## src/sv/msd_pkg.sv

```systemverilog
// Shared types and constants for the swing/dynamics MIDI delay scheduler.
`timescale 1ns / 1ps
package msd_pkg;

    // Default slot count and note-key table size (channel x note)
    localparam int SLOT_COUNT_DEF = 16;
    localparam int KEY_W          = 11;
    localparam int NOTE_KEYS      = 2048;

    // Configuration port
    localparam int CFG_IDX_W  = 2;
    localparam int CFG_DATA_W = 13;

    // Command queue between front and back
    localparam int CMD_FIFO_DEPTH = 4;

    // Item kinds
    localparam logic OP_BLOCK = 1'b0;
    localparam logic OP_EVENT = 1'b1;

    // Upper status nibbles
    localparam logic [3:0] ST_NOTE_OFF = 4'h8;
    localparam logic [3:0] ST_NOTE_ON  = 4'h9;

    typedef enum logic [1:0] {
        CFG_GRID_STEPS = 2'd0,
        CFG_POCKET     = 2'd1,
        CFG_DYNAMICS   = 2'd2,
        CFG_LATENCY    = 2'd3
    } cfg_reg_t;

    typedef enum logic [1:0] {
        CMD_AGE   = 2'd0,
        CMD_EMIT  = 2'd1,
        CMD_SCHED = 2'd2
    } cmd_kind_t;

    typedef struct packed {
        logic        op;
        logic [7:0]  msg_status;
        logic [6:0]  msg_data1;
        logic [6:0]  msg_data2;
        logic [12:0] sample_pos;
        logic [13:0] block_size;
        logic        host_playing;
        logic [39:0] ppq_start;
        logic [15:0] tempo_bpm;
        logic [18:0] sample_rate;
    } in_item_t;

    typedef struct packed {
        logic [7:0]  out_status;
        logic [6:0]  out_data1;
        logic [6:0]  out_data2;
        logic [12:0] out_offset;
        logic        last;
    } out_item_t;

    // amount: block size for CMD_AGE, delay for CMD_SCHED
    typedef struct packed {
        cmd_kind_t   kind;
        logic [7:0]  status;
        logic [6:0]  data1;
        logic [6:0]  data2;
        logic [12:0] pos;
        logic [13:0] amount;
    } cmd_t;

    typedef struct packed {
        logic [7:0]  status;
        logic [6:0]  data1;
        logic [6:0]  data2;
        logic [13:0] remaining;
    } slot_t;

endpackage

```

## src/sv/msd_ram.sv

```systemverilog
// Generic single-write, single-read RAM with registered read data.
`timescale 1ns / 1ps
module msd_ram #(
    parameter int WIDTH = 8,
    parameter int DEPTH = 16
) (
    input  logic                                      clk,
    input  logic                                      we,
    input  logic [((DEPTH > 1) ? $clog2(DEPTH) : 1)-1:0] waddr,
    input  logic [WIDTH-1:0]                          wdata,
    input  logic [((DEPTH > 1) ? $clog2(DEPTH) : 1)-1:0] raddr,
    output logic [WIDTH-1:0]                          rdata
);
    logic [WIDTH-1:0] mem [DEPTH];

    // write port
    always_ff @(posedge clk)
    begin
        if (we)
        begin
            mem[waddr] <= wdata;
        end
    end

    // registered read port
    always_ff @(posedge clk)
    begin
        rdata <= mem[raddr];
    end
endmodule

```

## src/sv/msd_back.sv

```systemverilog
// Back end: delay slots, block aging scan, slot allocation and result output register.
`timescale 1ns / 1ps
module msd_back #(
    parameter int SLOT_COUNT = msd_pkg::SLOT_COUNT_DEF
) (
    input  logic               clk,
    input  logic               rst_n,
    input  msd_pkg::cmd_t      cmd,
    input  logic               cmd_empty,
    output logic               cmd_pop,
    output logic               result_valid,
    input  logic               result_ready,
    output msd_pkg::out_item_t result
);
    import msd_pkg::*;

    localparam int SLOT_W = (SLOT_COUNT > 1) ? $clog2(SLOT_COUNT) : 1;

    typedef enum logic [3:0] {
        B_IDLE  = 4'b0001,
        B_RD    = 4'b0010,
        B_CHK   = 4'b0100,
        B_FLUSH = 4'b1000
    } bstate_t;

    bstate_t               state_reg, state_next;
    logic [SLOT_COUNT-1:0] active_reg, active_next;
    logic [SLOT_W-1:0]     idx_reg, idx_next;
    logic [13:0]           bs_reg, bs_next;
    out_item_t             pend_reg, pend_next;
    logic                  pend_valid_reg, pend_valid_next;
    out_item_t             out_reg, out_next;
    logic                  out_valid_reg, out_valid_next;

    logic                  ram_we;
    logic [SLOT_W-1:0]     ram_waddr;
    slot_t                 ram_wdata, ram_rdata;
    logic                  free_found;
    logic [SLOT_W-1:0]     free_idx;
    logic                  can_load;
    logic                  sched_take;
    logic                  last_slot;

    msd_ram #(
        .WIDTH ($bits(slot_t)),
        .DEPTH (SLOT_COUNT)
    ) u_slots (
        .clk   (clk),
        .we    (ram_we),
        .waddr (ram_waddr),
        .wdata (ram_wdata),
        .raddr (idx_reg),
        .rdata (ram_rdata)
    );

    assign result       = out_reg;
    assign result_valid = out_valid_reg;
    assign can_load     = !out_valid_reg || result_ready;
    assign last_slot    = (idx_reg == SLOT_W'(SLOT_COUNT - 1));
    assign sched_take   = (cmd.kind == CMD_SCHED) && free_found;

    // lowest free slot
    always_comb
    begin
        free_found = 1'b0;
        free_idx   = '0;
        for (int i = SLOT_COUNT - 1; i >= 0; i--)
        begin
            if (!active_reg[i])
            begin
                free_found = 1'b1;
                free_idx   = SLOT_W'(i);
            end
        end
    end

    // next-state logic
    always_comb
    begin
        state_next      = state_reg;
        active_next     = active_reg;
        idx_next        = idx_reg;
        bs_next         = bs_reg;
        pend_next       = pend_reg;
        pend_valid_next = pend_valid_reg;
        out_next        = out_reg;
        out_valid_next  = out_valid_reg && !result_ready;
        ram_we          = 1'b0;
        ram_waddr       = idx_reg;
        ram_wdata       = ram_rdata;
        cmd_pop         = 1'b0;

        case (state_reg)
            B_IDLE:
            begin
                if (!cmd_empty)
                begin
                    cmd_pop = 1'b1;
                    pend_next.out_status = cmd.status;
                    pend_next.out_data1  = cmd.data1;
                    pend_next.out_data2  = cmd.data2;
                    pend_next.out_offset = cmd.pos;
                    pend_next.last       = 1'b1;
                    if (cmd.kind == CMD_AGE)
                    begin
                        bs_next    = cmd.amount;
                        idx_next   = '0;
                        state_next = B_RD;
                    end
                    else if (sched_take)
                    begin
                        ram_we                = 1'b1;
                        ram_waddr             = free_idx;
                        ram_wdata.status      = cmd.status;
                        ram_wdata.data1       = cmd.data1;
                        ram_wdata.data2       = cmd.data2;
                        ram_wdata.remaining   = cmd.amount;
                        active_next[free_idx] = 1'b1;
                    end
                    else
                    begin
                        // pass-through, or no free slot
                        pend_valid_next = 1'b1;
                        state_next      = B_FLUSH;
                    end
                end
            end
            // skip inactive slots, else wait for the registered read data
            B_RD:
            begin
                if (active_reg[idx_reg])
                begin
                    state_next = B_CHK;
                end
                else if (last_slot)
                begin
                    state_next = B_FLUSH;
                end
                else
                begin
                    idx_next = idx_reg + 1'b1;
                end
            end
            // fire or age one slot
            B_CHK:
            begin
                if (ram_rdata.remaining < bs_reg)
                begin
                    if (!pend_valid_reg || can_load)
                    begin
                        if (pend_valid_reg)
                        begin
                            out_valid_next = 1'b1;
                            out_next       = pend_reg;
                            out_next.last  = 1'b0;
                        end
                        pend_next.out_status = ram_rdata.status;
                        pend_next.out_data1  = ram_rdata.data1;
                        pend_next.out_data2  = ram_rdata.data2;
                        pend_next.out_offset = ram_rdata.remaining[12:0];
                        pend_next.last       = 1'b1;
                        pend_valid_next      = 1'b1;
                        active_next[idx_reg] = 1'b0;
                        state_next           = last_slot ? B_FLUSH : B_RD;
                        idx_next             = last_slot ? idx_reg : idx_reg + 1'b1;
                    end
                end
                else
                begin
                    ram_we              = 1'b1;
                    ram_wdata.remaining = ram_rdata.remaining - bs_reg;
                    state_next          = last_slot ? B_FLUSH : B_RD;
                    idx_next            = last_slot ? idx_reg : idx_reg + 1'b1;
                end
            end
            // final beat of the item carries last
            B_FLUSH:
            begin
                if (!pend_valid_reg)
                begin
                    state_next = B_IDLE;
                end
                else if (can_load)
                begin
                    out_valid_next  = 1'b1;
                    out_next        = pend_reg;
                    out_next.last   = 1'b1;
                    pend_valid_next = 1'b0;
                    state_next      = B_IDLE;
                end
            end
            default:
            begin
                state_next = B_IDLE;
            end
        endcase
    end

    always_ff @(posedge clk or negedge rst_n)
    begin
        if (!rst_n)
        begin
            state_reg      <= B_IDLE;
            active_reg     <= '0;
            idx_reg        <= '0;
            pend_valid_reg <= 1'b0;
            out_valid_reg  <= 1'b0;
        end
        else
        begin
            state_reg      <= state_next;
            active_reg     <= active_next;
            idx_reg        <= idx_next;
            pend_valid_reg <= pend_valid_next;
            out_valid_reg  <= out_valid_next;
        end
    end

    always_ff @(posedge clk)
    begin
        bs_reg   <= bs_next;
        pend_reg <= pend_next;
        out_reg  <= out_next;
    end

    // no held result survives the return to idle
    a_idle_no_pend: assert property (@(posedge clk) disable iff (!rst_n)
        (state_reg == B_IDLE) |-> !pend_valid_reg)
        else $error("pending result left over in idle");

    // a slot is only examined while it is in use
    a_chk_active: assert property (@(posedge clk) disable iff (!rst_n)
        (state_reg == B_CHK) |-> active_reg[idx_reg])
        else $error("inactive slot examined");

    // scheduling takes exactly one free slot
    a_sched_one: assert property (@(posedge clk) disable iff (!rst_n)
        (state_reg == B_IDLE && cmd_pop && sched_take) |=>
        ($countones(active_reg) == $past($countones(active_reg)) + 1))
        else $error("slot allocation did not take exactly one slot");

    // the flush beat is marked last
    a_flush_last: assert property (@(posedge clk) disable iff (!rst_n)
        (state_reg == B_FLUSH && pend_valid_reg && can_load) |=>
        (result_valid && result.last))
        else $error("final beat of an item not marked last");
endmodule

```

## config.mk

```make
export PLATFORM = sky130hd
export DESIGN_NAME = msd_back
export DESIGN_NICKNAME = d
export VERILOG_FILES = /design/src/sv/msd_pkg.sv /design/src/sv/msd_ram.sv /design/src/sv/msd_back.sv
export SDC_FILE = /design/constraint.sdc
export NUM_CORES = 1
export LEC_CHECK = 0
export ABC_AREA = 1
export BUFFER_PORTS_ARGS = -buffer_cell sky130_fd_sc_hd__buf_2
export CORE_UTILIZATION = 30
export DETAILED_ROUTE_END_ITERATION = 16
export SYNTH_ARGS = -nofsm -noshare
export SYNTH_HDL_FRONTEND = slang
export SYNTH_SLANG_ARGS = --single-unit
```

## constraint.sdc

```tcl
create_clock -name clk -period 16.2 [get_ports clk]
set_input_delay 0.81 -clock clk [delete_from_list [all_inputs] [get_ports clk]]
set_output_delay 0.81 -clock clk [all_outputs]
set_load 0.03 [all_outputs]
```

==> out/metrics.cfg <==
[status]
status=completed

[sta]
grt_setup_unrepaired=false
setup_viol_count_final=0
hold_viol_final=0
finalClockSkew_ns=0.0273
holdWs_ns=0.196
drv_slew=0
timing.final.ws_setup_ns=11.70
fmax_mhz=222
tns_ns=0
period_share_pct=27.8
worstMarginPinSlew_ns=1.33
finalCriticalPeriod_ns=4.50
slew_headroom_pct=10.2

[yosys]
synth_cell_types=50
synth_cells=2340
async_reset_ff_share_pct=3.60
ys_ff_latch=723
syn_nets=2414
ys_seq_area_share_pct=73.4
avgSynthCellArea_sq_um=12.4
synthFlopType=edfxtp_1
synth-edff-count=661
synth_area_sq_um=28900
ys_warn_count=0

[grt]
gr-total-overflow=0
grt_max_degree=133
grt_usage_pct=15.0
antenna_found_initial=4
grt_pass1_vias=17963
grt_pass1_wl_microns=112000

[layout]
n_fill_cell=9202
ff_latch_area_sq_um=21200
largest_reg_flops=576
final_common_cell=edfxtp_1
final_net_count=2508
area_growth_pct=15.3
multi_input_area_sq_um=6930
final_cells=3759
final_layout_size_suffix_gt1_share_pct=12.7
layout_common_cells=edfxtp_1, o21ai_0, nand2_1, nor2_1, o22ai_1
regMostFlops=u_slots.mem
antenna_cells=0

[place]
hpwl_microns=42800
post-place-cells=3624
place_congestion=0.823
io_buffers=92
place_ws_ns=11.68

[clock_tree]
cts_resized=0
clock-sinks=723
clkLatencyLatePin_ns=0.63
clk_pin_slew_ns=0.06
cts_tree=yes
postCtsHoldBufs=0
cts_max_path_buffers=3
cts_root_buffer=clkbuf_16
cts_max_level=3
cts_buffers=73
post-cts-setup-buffers=0

[die]
die_h_microns=312
initial_utilization_pct=30.4
dieArea_sq_um=97600
rows=113
die_w_microns=312
io_pins=93
core_sq_um=95200

[detailed_routing]
drt-initial-drc-count=1773
viasPerCell=4.99
wl_per_cell_microns=19.8
firstDrtPassIters=5
drc=0
wl_microns=74400
vias=18751
ant_nets=0

[setup_path]
cp-end-kind=register
worstPathArrival_ns=4.78
crit_path_max_incr_delay_ns=0.71
startpoint_type=register
cp_cell_sequence=ha_1 -> fa_1 -> o21ai_1 -> a21boi_2 -> nand3b_1 -> nand2_1 -> nand2_4 -> nand2_1 -> nand3_1 -> nor2_4 -> buf_4
path_buf_inv=1
rrSetupSlack_ns=11.70
required_ns=16.48
slowest_stage=nor2_4
crit_type=register to register
path_common_cell=nand2_1
path_delay_family=simple AND/OR/NAND/NOR gates
crit_fanout=19

[power_and_ir_drop]
peakVddDrop_uv=122
finalPower_mw=6.15
pwr_density_cell_nw_per_um2=185
leakagePower_nw=11.5

[worst_hold_path]
hold_path_class=primary input to async pin

[job]
cap_violations=0

-- worst register-to-register path: stages, from the launching register on --
cell and delay [ns]:
edfxtp_1 0.37, ha_1 0.24, fa_1 0.41, o21ai_1 0.26, a21boi_2 0.12, nand3b_1 0.17
nand2_1 0.43, nand2_4 0.29, nand2_1 0.32, nand3_1 0.37, nor2_4 0.71, buf_4 0.45
-- worst paths after layout --
kind / start / endpoint / cells after the start
worst min register to register: pend_reg[6] / result[6] / 0
worst min-delay path: rst_n / result_valid / 1
worst max-delay path: bs_reg[0] / u_slots.mem[12][12] / 11
max in group asynchronous: rst_n / idx_reg[1] / 1
worst max register to register: bs_reg[0] / u_slots.mem[12][12] / 11
min in group clk: cmd[2] / bs_reg[2] / 1
-- cell usage after synthesis, types with 2 or more instances --
master | count | area, sq um
xor2_1 | 8 | 70.1
edfxtp_1 | 661 | 19800
inv_2 | 11 | 41.3
o21ai_0 | 354 | 1770
inv_1 | 84 | 315
or2_2 | 2 | 12.5
nand2_1 | 330 | 1240
buf_6 | 3 | 33.8
buf_2 | 18 | 90.1
a22o_1 | 2 | 17.5
a21oi_1 | 26 | 130
nor3_2 | 2 | 20.0
nor3_1 | 3 | 15.0
nor2_1 | 341 | 1280
o21ai_1 | 19 | 95.1
nand4_1 | 45 | 282
xnor2_1 | 3 | 26.3
o31ai_1 | 2 | 15.0
ha_1 | 18 | 225
a211oi_1 | 3 | 22.5
nand2_2 | 4 | 25.0
clkbuf_1 | 107 | 402
a31oi_1 | 4 | 25.0
o211ai_1 | 6 | 45.0
a22oi_1 | 9 | 67.6
nand3_1 | 30 | 150
o221ai_1 | 7 | 61.3
dfrtp_1 | 25 | 626
a32oi_1 | 2 | 17.5
o22ai_1 | 146 | 913
nor3_4 | 2 | 32.5
nand3b_1 | 2 | 15.0
buf_1 | 4 | 15.0
nand2_4 | 2 | 22.5
dfxtp_1 | 36 | 721
nor2_4 | 4 | 45.0
a21oi_2 | 2 | 17.5
-- metal layers --
layer  vias to the layer above  track usage [%]  share of wire [%]
met4                         6             4.84                2.3
met3                        95             2.79                7.7
li1                       8684                -                  -
met1                      9307             20.7                 44
met5                         -                0              0.061
met2                       659             23.8                 46
-- layout make-up --
type	instances	share of cell area, %
well taps	1265	4.75
multi-input cells	1389	20.8
inverters	95	1.10
flip-flops and latches	723	63.7
clock buffers	98	5.86
clock inverters	37	1.03
repair buffers	152	2.73
-- logic make-up (layout without fill, tap and decap cells) --
group           after synthesis  count (layout)  share of synthesized area, %
simple gates                769             769                          10.9
flops                       723             723                          73.4
compound gates              590             590                          11.3
buf+inv                     228             382                          3.13
fa+ha+maj                    19              19                         0.849
xor+xnor                     11              11                         0.333
-- power breakdown --
part           switching, mW  internal, mW
sequential            0.0928          2.51
clock                  0.712         0.920
combinational           1.42         0.500
-- metrics by stage --
step                      instance area (sq um)  util, %
after CTS                                 33300     35.0
after detailed placement                  31000     32.6
after floorplan                           28900        -
after global routing                      33300     35.0
after global placement                    31000     32.6
final                                     33300     35.0
Note: power is estimated with default switching activity, not from simulation.
