<file path="src/sv/msd_pkg.sv">
// Shared types and constants for the swing/dynamics MIDI delay scheduler.
`timescale 1ns / 1ps
package msd_pkg;

    // Default slot count and note-key table size (channel x note)
    localparam int SLOT_COUNT_DEF = 16;
    localparam int KEY_W          = 11;
    localparam int NOTE_KEYS      = 2048;

    // Configuration port
    localparam int CFG_IDX_W  = 2;
    localparam int CFG_DATA_W = 13;

    // Command queue between front and back
    localparam int CMD_FIFO_DEPTH = 4;

    // Item kinds
    localparam logic OP_BLOCK = 1'b0;
    localparam logic OP_EVENT = 1'b1;

    // Upper status nibbles
    localparam logic [3:0] ST_NOTE_OFF = 4'h8;
    localparam logic [3:0] ST_NOTE_ON  = 4'h9;

    typedef enum logic [1:0] {
        CFG_GRID_STEPS = 2'd0,
        CFG_POCKET     = 2'd1,
        CFG_DYNAMICS   = 2'd2,
        CFG_LATENCY    = 2'd3
    } cfg_reg_t;

    typedef enum logic [1:0] {
        CMD_AGE   = 2'd0,
        CMD_EMIT  = 2'd1,
        CMD_SCHED = 2'd2
    } cmd_kind_t;

    typedef struct packed {
        logic        op;
        logic [7:0]  msg_status;
        logic [6:0]  msg_data1;
        logic [6:0]  msg_data2;
        logic [12:0] sample_pos;
        logic [13:0] block_size;
        logic        host_playing;
        logic [39:0] ppq_start;
        logic [15:0] tempo_bpm;
        logic [18:0] sample_rate;
    } in_item_t;

    typedef struct packed {
        logic [7:0]  out_status;
        logic [6:0]  out_data1;
        logic [6:0]  out_data2;
        logic [12:0] out_offset;
        logic        last;
    } out_item_t;

    // amount: block size for CMD_AGE, delay for CMD_SCHED
    typedef struct packed {
        cmd_kind_t   kind;
        logic [7:0]  status;
        logic [6:0]  data1;
        logic [6:0]  data2;
        logic [12:0] pos;
        logic [13:0] amount;
    } cmd_t;

    typedef struct packed {
        logic [7:0]  status;
        logic [6:0]  data1;
        logic [6:0]  data2;
        logic [13:0] remaining;
    } slot_t;

endpackage

</file>
<file path="src/sv/msd_cmd_fifo.sv">
// Short command queue between the front and back ends.
`timescale 1ns / 1ps
module msd_cmd_fifo (
    input  logic          clk,
    input  logic          rst_n,
    input  logic          push,
    input  msd_pkg::cmd_t push_data,
    output logic          full,
    input  logic          pop,
    output msd_pkg::cmd_t pop_data,
    output logic          empty
);
    import msd_pkg::*;

    localparam int PTR_W = $clog2(CMD_FIFO_DEPTH);
    localparam int CNT_W = $clog2(CMD_FIFO_DEPTH + 1);

    cmd_t             mem_reg [CMD_FIFO_DEPTH];
    logic [PTR_W-1:0] wr_ptr_reg, wr_ptr_next;
    logic [PTR_W-1:0] rd_ptr_reg, rd_ptr_next;
    logic [CNT_W-1:0] count_reg, count_next;
    logic             do_push, do_pop;

    assign full     = (count_reg == CNT_W'(CMD_FIFO_DEPTH));
    assign empty    = (count_reg == '0);
    assign do_push  = push && !full;
    assign do_pop   = pop && !empty;
    assign pop_data = mem_reg[rd_ptr_reg];

    // pointers and fill count
    always_comb
    begin
        wr_ptr_next = do_push ? wr_ptr_reg + 1'b1 : wr_ptr_reg;
        rd_ptr_next = do_pop ? rd_ptr_reg + 1'b1 : rd_ptr_reg;
        count_next  = count_reg;
        if (do_push && !do_pop)
        begin
            count_next = count_reg + 1'b1;
        end
        else if (do_pop && !do_push)
        begin
            count_next = count_reg - 1'b1;
        end
    end

    always_ff @(posedge clk or negedge rst_n)
    begin
        if (!rst_n)
        begin
            wr_ptr_reg <= '0;
            rd_ptr_reg <= '0;
            count_reg  <= '0;
        end
        else
        begin
            wr_ptr_reg <= wr_ptr_next;
            rd_ptr_reg <= rd_ptr_next;
            count_reg  <= count_next;
        end
    end

    // entry storage
    always_ff @(posedge clk)
    begin
        if (do_push)
        begin
            mem_reg[wr_ptr_reg] <= push_data;
        end
    end
endmodule

</file>
<file path="config.mk">
export PLATFORM = sky130hd
export DESIGN_NAME = msd_cmd_fifo
export DESIGN_NICKNAME = d
export VERILOG_FILES = /design/src/sv/msd_pkg.sv /design/src/sv/msd_cmd_fifo.sv
export SDC_FILE = /design/constraint.sdc
export NUM_CORES = 1
export LEC_CHECK = 0
export ABC_AREA = 0
export BUFFER_PORTS_ARGS = -buffer_cell sky130_fd_sc_hd__buf_2
export CAP_MARGIN = 20
export CORE_ASPECT_RATIO = 1.4
export CORE_UTILIZATION = 40
export DETAILED_ROUTE_END_ITERATION = 10
export GPL_TIMING_DRIVEN = 0
export PLACE_DENSITY = 0.62
export SYNTH_ARGS = -nofsm -noshare
export SYNTH_HDL_FRONTEND = slang
export SYNTH_SLANG_ARGS = --single-unit
</file>
<file path="constraint.sdc">
create_clock -name clk -period 6.11 [get_ports clk]
set_input_delay 0.9165 -clock clk [delete_from_list [all_inputs] [get_ports clk]]
set_output_delay 0.9165 -clock clk [all_outputs]
set_load 0.02 [all_outputs]
</file>
==> results.ini, run 1 <==
[status]
status=completed

[yosys]
syn_area_mm2=0.00785
yosys_warnings=0
synth_cell_type_count=22
synthCells=303
avgSynthCellArea_um2=25.9
yosysSeqAreaShare_pct=80.3
ys_ff_latch=211
syn-num-nets=364
synth_edf_count=204
ys.flop_type=edfxtp_1
synth_async_sr_flop_share_pct=3.32

[global_routing]
grt_pass1_wl_um=21700
grt_pass1_vias=3898
antenna_found_initial=1
track_usage_pct=14.3
grt-ovfl-total=0
grt_max_degree=52

[floorplanning]
die-width_um=120
rows=60
dieArea_mm2=0.0202
ioPinCount=108
initial_core_util_pct=40.9
die_y_um=168
core_area_mm2=0.0192

[final_layout]
antenna_cells=0
layout_commonest_cell=edfxtp_1
syn_to_final_growth_pct=19.2
postLayoutCoreUtil_pct=48.7
largest_reg_flops=204
drive_gt1_share_pct=45.3
nNetsFinal=493
fill_cells=1616
multi_input_area_mm2=0.00139
final_cell_area_mm2=0.00936
mostFrequentLayoutCells=edfxtp_1 (204), buf_2 (112), mux4_2 (48)
regArea_mm2=0.00630

[sta]
slew_headroom_pct=44.5
setup_tns_ns=0
min_period_ns=2.93
period_share_pct=48.0
finalSetupViolCount=0
fin_worst_skew_ns=0.0196
hold_viol=0
maxClockFrequency_mhz=341
worstMarginPinSlew_ns=0.832
rsz0062_at_grt=no
slew_viol_final=0

[routing]
wl_per_cell_um=20.0
drc=0
routed-via-count=3442
drt_iter0_markers=260
vias_per_cell=4.96
ant_nets=0
wl_um=13900
drt_first_pass_iters=4

[clocking]
cts_resized=0
cts-hold-fix-buffers=0
clock_sinks=211
htreeDepth=1
cts_buffers=20
clockRootBuffer=clkbuf_16
clk_pin_slew_ns=0.06
clk_path_buf_depth=3
clk-insertion-delay-late_ns=0.49
tritoncts=done
postCtsSetupRepairBufs=0

[pwr]
p_seq_share_pct=41.8
p_int_mw=3.29
power_density_mw_per_mm2=509
p_clk_share_pct=25.6
switchingPower_mw=1.47
ir_worst_vdd_v=0.000271
switching_share_pct=30.9
combinationalPowerShare_pct=32.6
p_leak_nw=3.24

[flow_run]
cap_violations=0

[place]
place_congestion=0.707
portBuffers=107
hpwl_um=8130
place_area_mm2=0.00871

[critical_path]
endpoint_kind=primary output
crit_fanout=10
worstSetupPathType=flop to primary output
crit_start=rd_ptr_reg[1]$_DFFE_PN0P_
critPathCapture=pop_data[34]
worst-endpoint-arrival_ns=2.02
start_kind=flop
reg2regPathDepth=8
cp.required_ns=5.19
r2r_end=count_reg[2]$_DFFE_PN0P_
regToRegSetupSlack_ns=4.01
timing.rr.start=count_reg[0]$_DFFE_PN0P_

[hold_path]
hold_path_class=primary input to async pin

## through the flow
| stage | power, mW | setup WS [ns] | hold slack, ns | instances |
|---|---|---|---|---|
| floorplan | 3.13 | 3.28 | 0.445 | 303 |
| global placement | 3.61 | 2.14 | 0.463 | 658 |
| detailed placement | 3.63 | 3.59 | 0.506 | 658 |
| CTS | 4.86 | 3.05 | 0.232 | 694 |
| global route | 5.00 | 3.02 | 0.236 | 694 |
| finish | 4.76 | 3.18 | 0.243 | 694 |
## power by group through the flow
stage	sequential, mW	clock [mW]	combinational [mW]
finish	1.99	1.22	1.55
global route	2.01	1.30	1.68
CTS	1.99	1.25	1.61
detailed placement	2.02	0	1.61
global placement	2.03	0	1.58
floorplan	2.00	0	1.13
## kinds of logic (layout without fill, tap and decap cells)
kind of cell               count (synthesis)  count (layout)  share of synthesized area [%]
and+or+nand+nor                           10              10                          0.797
DFF                                      211             211                           80.3
buffers and inverters                     17             160                           2.12
xor gates and xnor gates                   6               6                          0.669
muxes                                     53              53                           15.1
adders and majority gates                  6               6                           1.05
## cell usage after synthesis, drive strengths merged, types with 2 or more instances
| library cell | n | share of area, % |
|---|---|---|
| xor2 | 2 | 0.22 |
| inv | 4 | 0.19 |
| and2 | 4 | 0.32 |
| edfxtp | 204 | 78 |
| dfrtp | 7 | 2.2 |
| mux2 | 2 | 0.33 |
| buf | 12 | 1.9 |
| mux4 | 51 | 15 |
| xnor2 | 4 | 0.45 |
| ha | 5 | 0.80 |
## how the worst min path moves through the flow
stage | slack (ns) | cells past startpoint | end | start
final | 0.24 | 1 | count_reg[2]$_DFFE_PN0P_ | rst_n
after CTS | 0.23 | 1 | count_reg[2]$_DFFE_PN0P_ | rst_n
after floorplan | 0.45 | 1 | count_reg[2]$_DFFE_PN0P_ | count_reg[2]$_DFFE_PN0P_
after global placement | 0.46 | 1 | count_reg[2]$_DFFE_PN0P_ | count_reg[2]$_DFFE_PN0P_
after detailed placement | 0.51 | 1 | count_reg[2]$_DFFE_PN0P_ | count_reg[2]$_DFFE_PN0P_
after global routing | 0.24 | 1 | count_reg[2]$_DFFE_PN0P_ | rst_n
## critical path: stages, from the launching register on
cell and delay [ns]:
dfrtp_1 0.32, clkbuf_1 0.29, buf_2 0.36, mux4_2 0.37, buf_2 0.18
## per-layer routing
metal,global-route usage (%),share of wire (%),vias to the layer above
met5,0,0.094,-
met4,4.72,2.1,2
met3,2.54,4.7,24
met2,26.4,55,81
met1,16.6,38,1790
li1,-,-,1545
## final cells by class
| cell class | instances | share of cell area [%] |
|---|---|---|
| Inverter | 4 | 0.160 |
| Buffer | 13 | 1.62 |
| Timing Repair Buffer | 107 | 5.72 |
| Clock inverter | 12 | 1.19 |
| Clock buffer | 24 | 5.74 |
| Tap cell | 248 | 3.32 |
| Sequential cell | 211 | 67.4 |
| Multi-Input combinational cell | 75 | 14.9 |
No activity file was read; power rests on OpenSTA's default activity.
==> run 2, diff against run 1 <==
==> constraint.sdc (replaced) <==
create_clock -name clk -period 2.8 [get_ports clk]
set_input_delay 0.42 -clock clk [delete_from_list [all_inputs] [get_ports clk]]
set_output_delay 0.42 -clock clk [all_outputs]
set_load 0.02 [all_outputs]
==> run 2 against run 1 <==
  * Via count fell by 0.17%
  * First-iteration DRC count rose by 10%
  * Worst hold slack got worse by 0.10 ns
  * Sequential cell count did not move
  * Clock power rose by 120%
  * Clock skew fell by 0.00057 ns
  * Sequential power rose by 120%
  * Utilization rose by 0.052 points
  * Critical endpoint unchanged
  * Largest power group unchanged
==> results.ini, run 2 (synthesis results as in run 1) <==
[sta]
period_share_pct=87.1
slew_headroom_pct=44.3  ; was 44.5%
setup_ws_ns=0.362  ; was 3.18 ns
min_period_ns=2.44
hold_viol=0  ; unchanged
slew_viol_final=0  ; unchanged
maxClockFrequency_mhz=410
worstMarginPinSlew_ns=0.836  ; was 0.832 ns
fin_worst_skew_ns=0.0190  ; was 0.0196 ns
finalSetupViolCount=0  ; unchanged
hold_ws_ns=0.140  ; was 0.243 ns
rsz0062_at_grt=no  ; unchanged

[critical_path]
crit_start=rd_ptr_reg[1]$_DFFE_PN0P_  ; unchanged
cp.required_ns=2.38  ; was 5.19 ns
endpoint_kind=primary output  ; unchanged
regToRegSetupSlack_ns=0.70  ; was 4.01 ns
crit_fanout=10  ; unchanged
worstSetupPathType=flop to primary output  ; unchanged
reg2regPathDepth=8  ; unchanged
worst-endpoint-arrival_ns=2.02  ; about the same
critPathCapture=pop_data[34]  ; unchanged
r2r_end=count_reg[2]$_DFFE_PN0P_  ; unchanged
start_kind=flop  ; unchanged
timing.rr.start=count_reg[0]$_DFFE_PN0P_  ; unchanged

[final_layout]
layout_commonest_cell=edfxtp_1  ; unchanged
largest_reg_flops=204  ; unchanged
fill_cells=1615  ; was 1616
syn_to_final_growth_pct=19.3  ; was 19.2%
antenna_cells=0  ; unchanged
mostFrequentLayoutCells=edfxtp_1 (204), buf_2 (112), mux4_2 (48)  ; unchanged
nNetsFinal=494  ; was 493
drive_gt1_share_pct=45.2  ; was 45.3%

[routing]
route.met2.wl_um=7670  ; was 7630 um
wl_met3_um=650  ; was 652 um
drc=0  ; unchanged
ant_nets=0  ; unchanged
drt_first_pass_iters=4  ; unchanged
met1_length_um=5240  ; was 5270 um
dr.max_layer_used=met5  ; unchanged
wl_per_cell_um=19.9  ; was 20.0 um
vias_per_cell=4.94  ; was 4.96
wl_um=13900  ; about the same
drt_iter0_markers=287  ; was 260
routed-via-count=3436  ; was 3442

[clocking]
tritoncts=done  ; unchanged
clk_pin_slew_ns=0.06  ; about the same
clk_path_buf_depth=3  ; unchanged
cts_buffers=20  ; unchanged
htreeDepth=1  ; unchanged
postCtsSetupRepairBufs=0  ; unchanged
clk-insertion-delay-late_ns=0.49  ; about the same
clockRootBuffer=clkbuf_16  ; unchanged
clock_sinks=211  ; unchanged

[floorplanning]
core_area_mm2=0.0192  ; unchanged
die-width_um=120  ; unchanged
initial_core_util_pct=40.9  ; unchanged
ioPinCount=108  ; unchanged
rows=60  ; unchanged
die_y_um=168  ; unchanged
dieArea_mm2=0.0202  ; unchanged

[pwr]
p_int_mw=7.19  ; was 3.29 mW
switchingPower_mw=3.21  ; was 1.47 mW
p_seq_share_pct=41.7  ; was 41.8%
power_density_mw_per_mm2=1110  ; was 509 mW/mm^2
power_mw=10.4  ; was 4.76 mW
switching_share_pct=30.9  ; about the same
p_clk_share_pct=25.6  ; about the same
combinationalPowerShare_pct=32.6  ; about the same
ir_worst_vdd_v=0.000593  ; was 0.000271 V
p_leak_nw=3.24  ; about the same

[place]
hpwl_um=8130  ; unchanged
place_ws_ns=0.675  ; was 3.59 ns
place_congestion=0.707  ; unchanged
portBuffers=107  ; unchanged

[global_routing]
grt-ovfl-total=0  ; unchanged
grt_max_degree=52  ; unchanged
antenna_found_initial=1  ; unchanged
track_usage_pct=14.3  ; about the same
grt_pass1_wl_um=21700  ; about the same
grt_pass1_vias=3910  ; was 3898

[hold_path]
hold_path_class=primary input to flop  ; was primary input to async pin
min_delay_path_depth=1

[flow_run]
cap_violations=0  ; unchanged

[status]
status=completed  ; unchanged

==> run 2: changes by cell type in the layout (fill, tap and decap cells not counted), sizes merged <==
cell,change
dlygate4sd3,+1
==> run 2: critical path, stage by stage, from the launching register on <==
cell	delay, ns
dfrtp_1	0.32
clkbuf_1	0.29
buf_2	0.36
mux4_2	0.37
buf_2	0.18
==> run 2: area by class of cell <==
cell class	instances	area (um^2)	area share [%]
Sequential cell	211	6300	67.3
Buffer	13	151	1.62
Timing Repair Buffer	108	546	5.82
Multi-Input combinational cell	75	1390	14.9
Clock inverter	12	111	1.19
Inverter	4	15.0	0.160
Clock buffer	24	537	5.73
Tap cell	248	310	3.31
==> run 2: how the worst min path moves through the flow <==
stage | from | end | slack, ns
after detailed placement | rst_n | count_reg[2]$_DFFE_PN0P_ | 0.26
after global placement | rst_n | count_reg[1]$_DFFE_PN0P_ | 0.26
final | push_data[10] | mem_reg[2][10]$_DFFE_PP_ | 0.14
after floorplan | rst_n | count_reg[0]$_DFFE_PN0P_ | 0.12
after global routing | push_data[10] | mem_reg[3][10]$_DFFE_PP_ | 0.13
after CTS | push_data[15] | mem_reg[2][15]$_DFFE_PP_ | 0.12
==> run 2: metal layers <==
layer	vias up	track usage, %
li1	1546	-
met1	1785	16.6
met2	79	26.4
met3	24	2.54
met4	2	4.72
met5	-	0
==> run 2: through the flow <==
step                instance area, um^2  setup TNS (ns)  utilization [%]  instances
finish                             9370               0             48.7        695
global route                       9370               0             48.7        695
CTS                                9370               0             48.7        695
detailed placement                 8710               0             45.3        658
global placement                   8700         -142.84             45.3        658
floorplan                          7850               0                -        303
==> run 2: what timing repair did <==
item	CTS	global route
endpoints found under the hold margin	7	0
hold buffers	1	0
gates resized for setup	0	0
==> run 2: power groups by stage <==
stage / registers, mW / logic (mW) / clock network, mW
2_1_floorplan: 4.37 / 2.46 / 0
3_3_place_gp: 4.42 / 3.45 / 0
3_5_place_dp: 4.42 / 3.50 / 0
4_1_cts: 4.35 / 3.52 / 2.73
5_1_grt: 4.39 / 3.67 / 2.85
6_report: 4.34 / 3.39 / 2.66
==> run 3, diff against run 2 <==
--- a/config.mk
+++ b/config.mk
@@ -9,10 +9,11 @@
 export BUFFER_PORTS_ARGS = -buffer_cell sky130_fd_sc_hd__buf_2
 export CAP_MARGIN = 20
 export CORE_ASPECT_RATIO = 1.4
-export CORE_UTILIZATION = 40
+export CORE_UTILIZATION = 55
 export DETAILED_ROUTE_END_ITERATION = 10
 export GPL_TIMING_DRIVEN = 0
-export PLACE_DENSITY = 0.62
+export HOLD_SLACK_MARGIN = 0.03
+export PLACE_DENSITY = 0.8
 export SYNTH_ARGS = -nofsm -noshare
 export SYNTH_HDL_FRONTEND = slang
 export SYNTH_SLANG_ARGS = --single-unit
==> run 3 against run 2 <==
  * Power fell by 2.3%
  * Via count down 0.44%
  * Clock-buffer cell count fell by 1
  * Fmax up 2.0%
  * Routed wire length fell by 7.9%
  * Global-route usage rose by 3.7 points
  * Die area is 27% lower
  * Combinational power about the same
  * Utilization grew 18 points
  * Critical path depth is the same
  * Worst setup slack improved by 0.048 ns
==> results.ini, run 3 (synthesis results as in run 1) <==
[sta]
hold_viol=0  ; unchanged
setup_tns_ns=0  ; unchanged
min_period_ns=2.39  ; was 2.44 ns
fin_worst_skew_ns=0.00759  ; was 0.0190 ns
period_share_pct=85.4  ; was 87.1%
slew_viol_final=0  ; unchanged
maxClockFrequency_mhz=418  ; was 410 MHz
worstMarginPinSlew_ns=0.791  ; was 0.836 ns
finalSetupViolCount=0  ; unchanged
rsz0062_at_grt=no  ; unchanged
slew_headroom_pct=47.3  ; was 44.3%

[pwr]
ir_worst_vdd_v=0.000745  ; was 0.000593 V
p_leak_nw=3.22  ; was 3.24 nW
power_density_mw_per_mm2=1100  ; was 1110 mW/mm^2
power_mw=10.2  ; was 10.4 mW

[final_layout]
postLayoutCoreUtil_pct=66.4  ; was 48.7%
drive_gt1_share_pct=44.8  ; was 45.2%
final_cell_area_mm2=0.00924  ; was 0.00937 mm^2
mostFrequentLayoutCells=edfxtp_1 (204), buf_2 (112), mux4_2 (48)  ; unchanged
largest_reg_flops=204  ; unchanged
nNetsFinal=493  ; was 494
layout.cells.non_filler=629  ; was 695
syn_to_final_growth_pct=17.7  ; was 19.3%
fill_cells=957  ; was 1615
antenna_cells=0  ; unchanged
layout_commonest_cell=edfxtp_1  ; unchanged

[floorplanning]
initial_core_util_pct=56.4  ; was 40.9%
rows=51  ; was 60
die-width_um=103  ; was 120 um
core_area_mm2=0.0139  ; was 0.0192 mm^2
ioPinCount=108  ; unchanged
die_y_um=143  ; was 168 um
dieArea_mm2=0.0148  ; was 0.0202 mm^2

[critical_path]
reg2regPathDepth=8  ; unchanged
start_kind=flop  ; unchanged
cp_common_cell=buf_2  ; unchanged
worstSetupPathType=flop to primary output  ; unchanged
max_stage_delay_ns=0.37  ; about the same
regToRegSetupSlack_ns=0.65  ; was 0.70 ns
cp.required_ns=2.38  ; about the same
crit_fanout=10  ; unchanged
crit_chain=clkbuf_1 -> buf_2 -> mux4_2 -> buf_2  ; unchanged
endpoint_kind=primary output  ; unchanged
cp_slowest_cell=mux4_2  ; unchanged
worst-endpoint-arrival_ns=1.97  ; was 2.02 ns

[global_routing]
grt_pass1_wl_um=19200  ; was 21700 um
track_usage_pct=18.0  ; was 14.3%
grt-ovfl-total=0  ; unchanged
grt_max_degree=52  ; unchanged
antenna_found_initial=1  ; unchanged
grt_pass1_vias=3652  ; was 3910

[clocking]
cts_buffers=18  ; was 20
htreeDepth=1  ; unchanged
clk-insertion-delay-late_ns=0.47  ; was 0.49 ns
postCtsSetupRepairBufs=0  ; unchanged
clock_sinks=211  ; unchanged
tritoncts=done  ; unchanged
clk_path_buf_depth=3  ; unchanged
clockRootBuffer=clkbuf_16  ; unchanged
clk_pin_slew_ns=0.07  ; was 0.06 ns

[routing]
wl_met3_um=698  ; was 650 um
wl_um=12800  ; was 13900 um
dr.max_layer_used=met4  ; was met5
vias_per_cell=5.44  ; was 4.94
ant_nets=0  ; unchanged
met1_length_um=4890  ; was 5240 um
drt_first_pass_iters=4  ; unchanged
route.met2.wl_um=6880  ; was 7670 um
drt_iter0_markers=94  ; was 287
drc=0  ; unchanged
wl_per_cell_um=20.3  ; was 19.9 um
routed-via-count=3421  ; was 3436

[place]
place_area_mm2=0.00865  ; was 0.00871 mm^2
place_congestion=0.672  ; was 0.707
hpwl_um=7600  ; was 8130 um
portBuffers=107  ; unchanged
post-place-cells=596  ; was 658

[status]
status=completed  ; unchanged

[flow_run]
cap_violations=0  ; unchanged

[hold_path]
min_delay_path_depth=1  ; unchanged
hold_path_class=primary input to flop  ; unchanged

[run 3: cell count changes in the layout (fill, tap and decap cells not counted)]
cell and change:
clkbuf_16 -2, and2_4 -1, clkinv_4 -1, buf_12 +1, inv_6 -1, and2_2 +1, clkinv_1 -1, clkbuf_1 +1
[run 3: per-layer routing]
layer  global-route usage [%]  vias up
met5                        0        -
met4                     5.78        0
met3                     3.89       22
met2                     32.1       86
met1                     21.5     1772
li1                         -     1541
[run 3: per-stage QoR]
stage | hold WS, ns | worst slack (ns)
after floorplan | 0.124 | 0.311
after global placement | 0.256 | -0.576
after detailed placement | 0.256 | 0.652
after CTS | 0.141 | 0.363
after global routing | 0.138 | 0.271
final | 0.159 | 0.410
[run 3: area by class of cell]
| class | instances | area [um^2] | share of cell area [%] |
|---|---|---|---|
| multi-input cells | 75 | 1390 | 15.1 |
| plain buffers | 13 | 151 | 1.64 |
| inverters | 4 | 15.0 | 0.163 |
| repair buffers | 109 | 566 | 6.12 |
| clock inverters | 9 | 90.1 | 0.975 |
| flip-flops and latches | 211 | 6300 | 68.2 |
| well taps | 185 | 231 | 2.51 |
| clock buffers | 23 | 490 | 5.31 |
[run 3: worst paths after layout]
check / endpoint / from
worst max-delay path: pop_data[48] / rd_ptr_reg[1]$_DFFE_PN0P_
worst min-delay path: mem_reg[1][47]$_DFFE_PP_ / push_data[47]
worst max register to register: count_reg[2]$_DFFE_PN0P_ / count_reg[0]$_DFFE_PN0P_
worst min register to register: count_reg[2]$_DFFE_PN0P_ / count_reg[2]$_DFFE_PN0P_
max in group asynchronous: rd_ptr_reg[1]$_DFFE_PN0P_ / rst_n
min in group asynchronous: wr_ptr_reg[0]$_DFFE_PN0P_ / rst_n
[run 3: power breakdown]
group          switching (mW)  internal [mW]
sequential              0.158           4.18
combinational            1.92           1.46
clock                    1.02           1.42
[run 3: worst max-delay path, delay by kind of cell (launching register included)]
kind     cells  cell delay (ns)
buf+inv      3             0.81
flops        1             0.32
mux          1             0.37
[run 3: repair_timing]
action | in CTS | in global routing
hold buffers | 1 | 0
gates resized for setup | 0 | 0
hold endpoints to repair | 7 | 0
